===== config.mk =====
export PLATFORM = sky130hd
export DESIGN_NAME = hanoi_move_generator
export DESIGN_NICKNAME = d
export VERILOG_FILES = /design/src/hmg_pkg.sv /design/src/hanoi_move_generator.sv
export VERILOG_INCLUDE_DIRS = /design/src /design/src/src
export SDC_FILE = /design/constraint.sdc
export NUM_CORES = 1
export LEC_CHECK = 0
export BUFFER_PORTS_ARGS = -buffer_cell sky130_fd_sc_hd__buf_2
export CORE_MARGIN = 4
export CORE_UTILIZATION = 43
export CTS_CLUSTER_SIZE = 28
export DETAILED_ROUTE_END_ITERATION = 8
export PLACE_DENSITY = 0.58
export SLEW_MARGIN = 20
export SYNTH_ARGS = -nofsm -noshare
export SYNTH_HDL_FRONTEND = slang
export SYNTH_SLANG_ARGS = --single-unit

===== constraint.sdc =====
create_clock -name clk -period 7.6 [get_ports clk]
set_input_delay 0.76 -clock clk [delete_from_list [all_inputs] [get_ports clk]]
set_output_delay 0.76 -clock clk [all_outputs]
set_load 0.02 [all_outputs]

===== src/hanoi_move_generator_assert.svh =====
// Assertion macros for the Tower of Hanoi move generator.
`ifndef HANOI_MOVE_GENERATOR_ASSERT_SVH
`define HANOI_MOVE_GENERATOR_ASSERT_SVH

// Condition that must hold at every clock edge outside reset.
`define HMG_ASSERT_ALWAYS(lbl, cond, msg) \
	lbl: assert property (@(posedge clk) disable iff (!arst_n) (cond)) else $error(msg);

// Same-cycle implication.
`define HMG_ASSERT_IMP(lbl, ante, cons, msg) \
	lbl: assert property (@(posedge clk) disable iff (!arst_n) (ante) |-> (cons)) else $error(msg);

// Next-cycle implication.
`define HMG_ASSERT_NEXT(lbl, ante, cons, msg) \
	lbl: assert property (@(posedge clk) disable iff (!arst_n) (ante) |=> (cons)) else $error(msg);

`endif


===== src/hmg_pkg.sv =====
// Shared types, constants and helpers of the Tower of Hanoi move generator.
package hmg_pkg;

	localparam int MAX_RINGS   = 16;
	localparam int NUM_TOWERS  = 3;
	localparam int RING_W      = 5;
	localparam int TOWER_W     = 2;
	localparam int CNT_W       = 16;
	localparam int IDX_W       = $clog2(MAX_RINGS);
	localparam int MEM_DEPTH   = NUM_TOWERS * (2 ** IDX_W);
	localparam int RESET_RINGS = 3;

	typedef logic [TOWER_W-1:0] tower_t;
	typedef logic [RING_W-1:0]  ring_t;
	typedef logic [IDX_W-1:0]   idx_t;
	typedef logic [CNT_W-1:0]   cnt_t;

	localparam tower_t TWR_A = 2'd0;
	localparam tower_t TWR_B = 2'd1;
	localparam tower_t TWR_C = 2'd2;

	// Neighbour one step up, modulo three.
	function automatic tower_t tower_inc(input tower_t t);
		return (t == TWR_C) ? TWR_A : tower_t'(t + 2'd1);
	endfunction

	// Neighbour two steps up, modulo three.
	function automatic tower_t tower_dec(input tower_t t);
		return (t == TWR_A) ? TWR_C : tower_t'(t - 2'd1);
	endfunction

	// Ring count as used by the puzzle: 0 reads as 1, above the maximum saturates.
	function automatic ring_t clamp_count(input ring_t v);
		if (v == ring_t'(0))
			return ring_t'(1);
		if (v > ring_t'(MAX_RINGS))
			return ring_t'(MAX_RINGS);
		return v;
	endfunction

endpackage


===== src/hanoi_move_generator.sv =====
// Tower of Hanoi move generator: top level with stack memory and move logic.

// Produces the optimal move sequence that carries ring_count rings (1..16) from
// tower A to tower B, one move per request. A request with restart=1 reloads the
// start position (latching the ring_count register) and returns finished=1; a
// request with restart=0 returns the next move, or finished=1 once all rings sit
// on tower B. The block takes one request per clock cycle and each result appears
// in the output register the cycle after its request; a stalled result holds the
// request channel only while the output register is full and stalled. The top and
// second ring of each tower live in registers, the rings below them in a
// single-port-write synchronous RAM; popping a tower reads the next ring down,
// which is registered out of the RAM and bypassed into the move logic if the same
// tower is used again at once. After reset or restart tower A's RAM contents are
// implied by a low-water mark, so there is no clearing pass. ring_count is only
// picked up at reset and at restart.
`include "hanoi_move_generator_assert.svh"

module hanoi_move_generator (
	input  logic                  clk,
	input  logic                  arst_n,
	// ring_count register write
	input  logic                  cfg_valid,
	output logic                  cfg_ready,
	input  logic [4:0]            cfg_data,
	// request channel
	input  logic                  req_valid,
	output logic                  req_stall,
	input  logic                  restart,
	// result channel
	output logic                  res_valid,
	input  logic                  res_stall,
	output logic [15:0]           move_number,
	output logic [4:0]            ring,
	output logic [1:0]            from_tower,
	output logic [1:0]            to_tower,
	output logic                  last,
	output logic                  finished
);

	// ring_count register and count latched into the running puzzle
	hmg_pkg::ring_t  cfg_q;
	hmg_pkg::ring_t  n_q;

	// per-tower top, second-from-top and height
	hmg_pkg::ring_t  top_q [hmg_pkg::NUM_TOWERS];
	hmg_pkg::ring_t  sec_q [hmg_pkg::NUM_TOWERS];
	hmg_pkg::ring_t  hgt_q [hmg_pkg::NUM_TOWERS];

	// next move prepared at the end of the previous one
	hmg_pkg::tower_t src_q;
	hmg_pkg::tower_t dst_q;
	hmg_pkg::ring_t  mring_q;
	hmg_pkg::cnt_t   cnt_q;

	// lowest RAM slot of tower A written since the last load
	hmg_pkg::idx_t   lw_q;

	// refill of a popped tower's second slot in flight
	logic            pend_q;
	hmg_pkg::tower_t pend_twr_q;
	hmg_pkg::ring_t  rd_q;

	// rings below the cached top two, addressed {tower, slot}
	hmg_pkg::ring_t  stack_mem [hmg_pkg::MEM_DEPTH];

	// result register
	logic            res_valid_q;
	hmg_pkg::cnt_t   move_number_q;
	hmg_pkg::ring_t  ring_q;
	hmg_pkg::tower_t from_tower_q;
	hmg_pkg::tower_t to_tower_q;
	logic            last_q;
	logic            finished_q;

	// combinational move logic
	logic            accept;
	logic            done;
	logic            do_move;
	hmg_pkg::ring_t  sec_eff [hmg_pkg::NUM_TOWERS];
	hmg_pkg::ring_t  ntop    [hmg_pkg::NUM_TOWERS];
	hmg_pkg::ring_t  nsec    [hmg_pkg::NUM_TOWERS];
	hmg_pkg::ring_t  nhgt    [hmg_pkg::NUM_TOWERS];
	hmg_pkg::ring_t  top_src;
	hmg_pkg::tower_t ta;
	hmg_pkg::tower_t tb;
	hmg_pkg::tower_t nsrc;
	hmg_pkg::tower_t na;
	hmg_pkg::tower_t nb;
	hmg_pkg::tower_t ndst;
	logic            last_c;
	hmg_pkg::cnt_t   cnt_inc;
	hmg_pkg::ring_t  ld_n;
	hmg_pkg::ring_t  ld_base;

	// RAM access
	hmg_pkg::ring_t  dst_hm2;
	hmg_pkg::ring_t  src_hm3;
	logic            wr_en;
	hmg_pkg::idx_t   wr_idx;
	hmg_pkg::ring_t  wr_data;
	logic            rd_en;
	hmg_pkg::idx_t   rd_idx;
	logic            rd_init;
	hmg_pkg::ring_t  rd_init_val;

	// ------------------------------------------------------------------
	// Handshakes: the result register drains in the same cycle it refills.
	// ------------------------------------------------------------------
	assign cfg_ready = 1'b1;
	assign req_stall = res_valid_q && res_stall;
	assign accept    = req_valid && !req_stall;

	assign done    = (hgt_q[hmg_pkg::TWR_B] == hmg_pkg::ring_t'(n_q + 5'd1));
	assign do_move = accept && !restart && !done;
	assign cnt_inc = hmg_pkg::cnt_t'(cnt_q + 16'd1);

	assign ld_n    = hmg_pkg::clamp_count(cfg_q);
	assign ld_base = hmg_pkg::ring_t'(ld_n + 5'd1);

	// ------------------------------------------------------------------
	// Second slot with bypass of the refill read issued last cycle.
	// ------------------------------------------------------------------
	always_comb begin
		for (int t = 0; t < hmg_pkg::NUM_TOWERS; t++) begin
			if (pend_q && (pend_twr_q == hmg_pkg::tower_t'(t)))
				sec_eff[t] = rd_q;
			else
				sec_eff[t] = sec_q[t];
		end
	end

	assign top_src = top_q[src_q];

	// ------------------------------------------------------------------
	// Apply the move: pop src, push onto dst.
	// ------------------------------------------------------------------
	always_comb begin
		for (int t = 0; t < hmg_pkg::NUM_TOWERS; t++) begin
			ntop[t] = top_q[t];
			nsec[t] = sec_eff[t];
			nhgt[t] = hgt_q[t];
			if (src_q == hmg_pkg::tower_t'(t)) begin
				ntop[t] = sec_eff[t];
				nhgt[t] = hmg_pkg::ring_t'(hgt_q[t] - 5'd1);
			end
			if (dst_q == hmg_pkg::tower_t'(t)) begin
				ntop[t] = top_src;
				nsec[t] = top_q[t];
				nhgt[t] = hmg_pkg::ring_t'(hgt_q[t] + 5'd1);
			end
		end
	end

	assign last_c = (nhgt[hmg_pkg::TWR_B] == hmg_pkg::ring_t'(n_q + 5'd1));

	// Next source: the smaller top of the two towers not just targeted.
	assign ta   = hmg_pkg::tower_inc(dst_q);
	assign tb   = hmg_pkg::tower_dec(dst_q);
	assign nsrc = (ntop[ta] < ntop[tb]) ? ta : tb;

	// Next target: odd counts turn one way round the towers, even the other.
	assign na = hmg_pkg::tower_inc(nsrc);
	assign nb = hmg_pkg::tower_dec(nsrc);
	always_comb begin
		if (n_q[0])
			ndst = (ntop[nsrc] < ntop[na]) ? na : nb;
		else
			ndst = (ntop[nsrc] < ntop[nb]) ? nb : na;
	end

	// ------------------------------------------------------------------
	// RAM: a push spills dst's old second ring; a pop refills src's second.
	// ------------------------------------------------------------------
	assign dst_hm2 = hmg_pkg::ring_t'(hgt_q[dst_q] - 5'd2);
	assign src_hm3 = hmg_pkg::ring_t'(hgt_q[src_q] - 5'd3);

	assign wr_en   = do_move && (hgt_q[dst_q] >= 5'd2);
	assign wr_idx  = dst_hm2[hmg_pkg::IDX_W-1:0];
	assign wr_data = sec_eff[dst_q];

	assign rd_en   = do_move && (hgt_q[src_q] >= 5'd3);
	assign rd_idx  = src_hm3[hmg_pkg::IDX_W-1:0];

	// Tower A below the low-water mark still holds its loaded rings.
	assign rd_init     = (src_q == hmg_pkg::TWR_A) && (rd_idx < lw_q);
	assign rd_init_val = hmg_pkg::ring_t'(n_q + 5'd1 - hmg_pkg::ring_t'(rd_idx));

	always_ff @(posedge clk) begin
		if (wr_en)
			stack_mem[{dst_q, wr_idx}] <= wr_data;
		if (rd_en)
			rd_q <= rd_init ? rd_init_val : stack_mem[{src_q, rd_idx}];
	end

	// ------------------------------------------------------------------
	// Puzzle state
	// ------------------------------------------------------------------
	always_ff @(posedge clk or negedge arst_n) begin
		if (!arst_n) begin
			cfg_q      <= hmg_pkg::ring_t'(hmg_pkg::RESET_RINGS);
			n_q        <= hmg_pkg::ring_t'(hmg_pkg::RESET_RINGS);
			for (int t = 0; t < hmg_pkg::NUM_TOWERS; t++) begin
				if (hmg_pkg::tower_t'(t) == hmg_pkg::TWR_A) begin
					top_q[t] <= hmg_pkg::ring_t'(1);
					sec_q[t] <= hmg_pkg::ring_t'(2);
					hgt_q[t] <= hmg_pkg::ring_t'(hmg_pkg::RESET_RINGS + 1);
				end else begin
					top_q[t] <= hmg_pkg::ring_t'(hmg_pkg::RESET_RINGS + 1);
					sec_q[t] <= hmg_pkg::ring_t'(hmg_pkg::RESET_RINGS + 1);
					hgt_q[t] <= hmg_pkg::ring_t'(1);
				end
			end
			src_q      <= hmg_pkg::TWR_A;
			dst_q      <= (hmg_pkg::RESET_RINGS % 2 == 1) ? hmg_pkg::TWR_B : hmg_pkg::TWR_C;
			mring_q    <= hmg_pkg::ring_t'(1);
			cnt_q      <= '0;
			lw_q       <= '1;
			pend_q     <= 1'b0;
			pend_twr_q <= hmg_pkg::TWR_A;
		end else begin
			if (cfg_valid && cfg_ready)
				cfg_q <= cfg_data;

			pend_q     <= rd_en;
			pend_twr_q <= src_q;

			if (accept && restart) begin
				n_q <= ld_n;
				for (int t = 0; t < hmg_pkg::NUM_TOWERS; t++) begin
					if (hmg_pkg::tower_t'(t) == hmg_pkg::TWR_A) begin
						top_q[t] <= hmg_pkg::ring_t'(1);
						sec_q[t] <= hmg_pkg::ring_t'(2);
						hgt_q[t] <= ld_base;
					end else begin
						top_q[t] <= ld_base;
						sec_q[t] <= ld_base;
						hgt_q[t] <= hmg_pkg::ring_t'(1);
					end
				end
				src_q   <= hmg_pkg::TWR_A;
				dst_q   <= ld_n[0] ? hmg_pkg::TWR_B : hmg_pkg::TWR_C;
				mring_q <= hmg_pkg::ring_t'(1);
				cnt_q   <= '0;
				lw_q    <= '1;
			end else if (do_move) begin
				for (int t = 0; t < hmg_pkg::NUM_TOWERS; t++) begin
					top_q[t] <= ntop[t];
					sec_q[t] <= nsec[t];
					hgt_q[t] <= nhgt[t];
				end
				src_q   <= nsrc;
				dst_q   <= ndst;
				mring_q <= ntop[nsrc];
				cnt_q   <= cnt_inc;
				if (wr_en && (dst_q == hmg_pkg::TWR_A) && (wr_idx < lw_q))
					lw_q <= wr_idx;
			end else begin
				// no move: fold a landed refill into its register
				for (int t = 0; t < hmg_pkg::NUM_TOWERS; t++)
					sec_q[t] <= sec_eff[t];
			end
		end
	end

	// ------------------------------------------------------------------
	// Result register
	// ------------------------------------------------------------------
	always_ff @(posedge clk or negedge arst_n) begin
		if (!arst_n) begin
			res_valid_q <= 1'b0;
		end else if (accept) begin
			res_valid_q <= 1'b1;
		end else if (!res_stall) begin
			res_valid_q <= 1'b0;
		end
	end

	always_ff @(posedge clk) begin
		if (accept) begin
			move_number_q <= do_move ? cnt_inc : '0;
			ring_q        <= do_move ? mring_q : '0;
			from_tower_q  <= do_move ? src_q : hmg_pkg::TWR_A;
			to_tower_q    <= do_move ? dst_q : hmg_pkg::TWR_A;
			last_q        <= do_move && last_c;
			finished_q    <= !do_move;
		end
	end

	assign res_valid   = res_valid_q;
	assign move_number = move_number_q;
	assign ring        = ring_q;
	assign from_tower  = from_tower_q;
	assign to_tower    = to_tower_q;
	assign last        = last_q;
	assign finished    = finished_q;

	// ------------------------------------------------------------------
	// Checks
	// ------------------------------------------------------------------
	// every ring plus the three base markers is on some tower
	`HMG_ASSERT_ALWAYS(a_height_sum, (7'(hgt_q[0]) + 7'(hgt_q[1]) + 7'(hgt_q[2])) == (7'(n_q) + 7'd3), "tower heights do not add up to the ring count")
	// a refill only targets a tower that still has a second slot
	`HMG_ASSERT_IMP(a_refill_height, pend_q, hgt_q[pend_twr_q] >= 5'd2, "refill landed on a tower with no second slot")
	// each move advances the move counter by one
	`HMG_ASSERT_NEXT(a_count_step, do_move, cnt_q == hmg_pkg::cnt_t'($past(cnt_q) + 16'd1), "move counter did not advance")
	// a restart request yields a finished result
	`HMG_ASSERT_NEXT(a_restart_result, accept && restart, res_valid && finished && (move_number == 16'd0), "restart did not report finished")

endmodule

==> results.toml <==
[critical_path]
arrival_ps = 7260
timing.rr.end = "dst_q[1]$_DFFE_PN0P_"
end_kind = "flip-flop"
r2r_start = "dst_q[0]$_DFFE_PN1P_"
path_class = "flip-flop to flip-flop"
crit_path_max_fanout = 16
reg2reg_slack_ps = 760
crit_required_ps = 8020
startpoint_type = "flip-flop"
reg2reg_depth = 26

[synthesis]
synth_flop_cell = "edfxtp_1"
synth-simple-area-share_pct = 9.09
synthCells = 1311
netlist_top_cells_count = "edfxtp_1, nand2_1, nor2_1"
synth_seq_cells = 360
yosys.area.top_type = "edfxtp_1"
synthesis.area_um2 = 17300
ys_async_sr_fraction_pct = 24.4
synth_compound_area_share_pct = 8.97
synth_top_family_by_area = "multiplexers"
synth_fa_ha_area_share_pct = 3.46
synth.distinct_cells = 68
yosys_warnings = 0
yosysTopAreaCellShare_pct = 47.2
yosysSeqAreaShare_pct = 60.1
synth_edf_count = 272
muxShareOfSynthArea_pct = 13.7
synthXorXnorAreaFrac_pct = 2.27
synth.avg_cell_area_um2 = 13.2
syn_nets = 1368
synthTopCellsByArea = "edfxtp_1, dfrtp_1, mux4_2"
yosysMostFrequentCell = "edfxtp_1"

[floorplan]
die_area_um2 = 43500
coreArea_um2 = 39700
start_util_pct = 43.5
die_h_um = 209
rows = 73
ioPinCount = 41
die_x_um = 209

[worst_hold_path]
hold_path_class = "input port to async pin"

[grt]
grt_pass1_wl_mm = 66.4
first_global_vias = 10982
grt_start_max_net_pins = 76
antenna_found_initial = 0
grt-ovfl-total = 0
grtUsageTotal_pct = 19.4

[sta]
setup_ws_ps = 760
slew_viol_final = 0
slew_headroom_pct = 28.7
rsz0062_at_grt = "false"
worst_pin_slew_ps = 1070
hold_viol = 0
fin_skew_ps = 22.5
fin_crit_sh_pct = 90.0
setup_viol = 0
worst_hold_slack_ps = 73.1
setup_tns_ps = 0
fmax_mhz = 146
post-route-min-period_ps = 6840

[routing]
wl_per_cell_um = 22.1
vias = 10901
via_per_inst = 5.71
antenna_left = 0
drt_iter0_markers = 755
drt_drc_violations_left = 0
postRouteWirelength_mm = 42.2
dr.pass1.iters = 5

[clocking]
post_cts_resized = 0
cts_tree = "built"
cts_root_buf = "clkbuf_16"
cts-hold-fix-buffers = 0
clock_latency_ps = 550
clkTransAtPathRegs_ps = 60
cts_max_level = 2
cts_made_buffers = 40
postCtsSetupRepairBufs = 0
cts.sinks = 360
cts_buffer_depth = 3

[final_layout]
diodes = 0
drive_above_1_share_pct = 18.7
nNetsFinal = 1410
final_util_pct = 49.0
fillers = 3425
syn_to_final_growth_pct = 12.6

[placed_design]
routabilityCongestion = 0.941
post-place-ws_ps = 873
dp_hpwl_mm = 28.7
io_buffers = 39

[run_status]
status = "finished clean"

[run]
max_cap_violations = 0
==> per-layer routing <==
metal	up-vias	wire length, um	GRT usage [%]
met3	70	1930	2.60
met4	0	1070	5.33
met1	5499	18800	27.6
met2	314	20400	31.9
met5	-	0	0
li1	5018	-	-
==> registers in the layout, indices dropped and copies added, names as in the netlist, 2 cells and up <==
name / flops
mring_q: 5
stack_mem: 240
top_q: 15
hgt_q: 15
from_tower: 2
rd_q: 5
n_q: 5
pend_twr_q: 2
to_tower: 2
cfg_q: 5
move_number: 16
dst_q: 2
sec_q: 15
ring: 5
lw_q: 4
cnt_q: 16
src_q: 2
==> cell type report <==
type	instances	area, um2	area share [%]
clock inverter	23	213	1.09
tap	525	657	3.37
sequential	360	10400	53.4
clock buffer	51	1070	5.51
multi-input combinational	851	6610	33.9
timing repair buffer	66	404	2.07
inverter	34	128	0.655
==> worst max-delay path: stages (launching register included) <==
cell and delay, ps:
dfstp_2 800, inv_1 170, ha_1 460, o21ai_0 730, nand2_1 100, o21ai_0 100
a21oi_1 100, ha_1 310, a21oi_1 140, o21ai_0 90, a31o_2 230, or3_4 400
o31ai_2 300, or2_1 170, inv_1 60, ha_1 440, nand2b_1 170, o22a_1 230
ha_1 300, a21o_1 180, a21o_1 170, a21oi_1 130, nor2_1 70, a311oi_2 230
a21o_1 210, o22ai_1 90, a211o_1 320
==> worst max-delay path by stage <==
| stage | from | to | slack [ps] | cells after the start |
|---|---|---|---|---|
| after floorplan | src_q[0]$_DFFE_PN0P_ | dst_q[1]$_DFFE_PN0P_ | 1570 | 30 |
| after global placement | dst_q[0]$_DFFE_PN1P_ | dst_q[1]$_DFFE_PN0P_ | 990 | 27 |
| after detailed placement | dst_q[0]$_DFFE_PN1P_ | dst_q[1]$_DFFE_PN0P_ | 870 | 25 |
| after CTS | dst_q[0]$_DFFE_PN1P_ | dst_q[1]$_DFFE_PN0P_ | 830 | 28 |
| after global routing | dst_q[1]$_DFFE_PN0P_ | dst_q[1]$_DFFE_PN0P_ | 260 | 26 |
| final | dst_q[0]$_DFFE_PN1P_ | dst_q[1]$_DFFE_PN0P_ | 760 | 26 |
==> stage by stage <==
stage / area [um2] / cells
after CTS: 19500 / 1910
after global placement: 18200 / 1836
after floorplan: 17300 / 1311
final: 19500 / 1910
after detailed placement: 18200 / 1836
after global routing: 19500 / 1910
==> cell usage in the layout (no fill, tap or decap), types with 16 or more instances in the layout <==
| master | netlist | routed |
|---|---|---|
| xnor2_1 | 21 | 21 |
| nand3_1 | 27 | 27 |
| xor2_1 | 22 | 22 |
| dfstp_2 | 19 | 19 |
| o211ai_1 | 16 | 16 |
| ha_1 | 43 | 42 |
| edfxtp_1 | 272 | 272 |
| dfrtp_1 | 69 | 69 |
| inv_1 | 32 | 31 |
| o21ai_0 | 84 | 84 |
| mux4_2 | 65 | 65 |
| clkbuf_16 | 0 | 41 |
| mux2_2 | 19 | 19 |
| nor2_1 | 128 | 127 |
| buf_2 | 10 | 38 |
| mux2i_1 | 68 | 68 |
| nand2_1 | 133 | 133 |
| a21oi_1 | 52 | 52 |
| a21o_1 | 28 | 28 |
| buf_4 | 5 | 27 |
==> kinds of logic after synthesis <==
kind of cell / count (synthesis)
multiplexers: 153
XOR/XNOR: 44
adder cells (fa/ha/maj): 46
other: 1
flip-flops: 360
AND/OR/NAND/NOR: 358
buffers and inverters: 100
AO/OA/AOI/OAI: 249
Power is not shown: default switching activity piles up to over one toggle a cycle in this logic, so the estimate is an artifact.
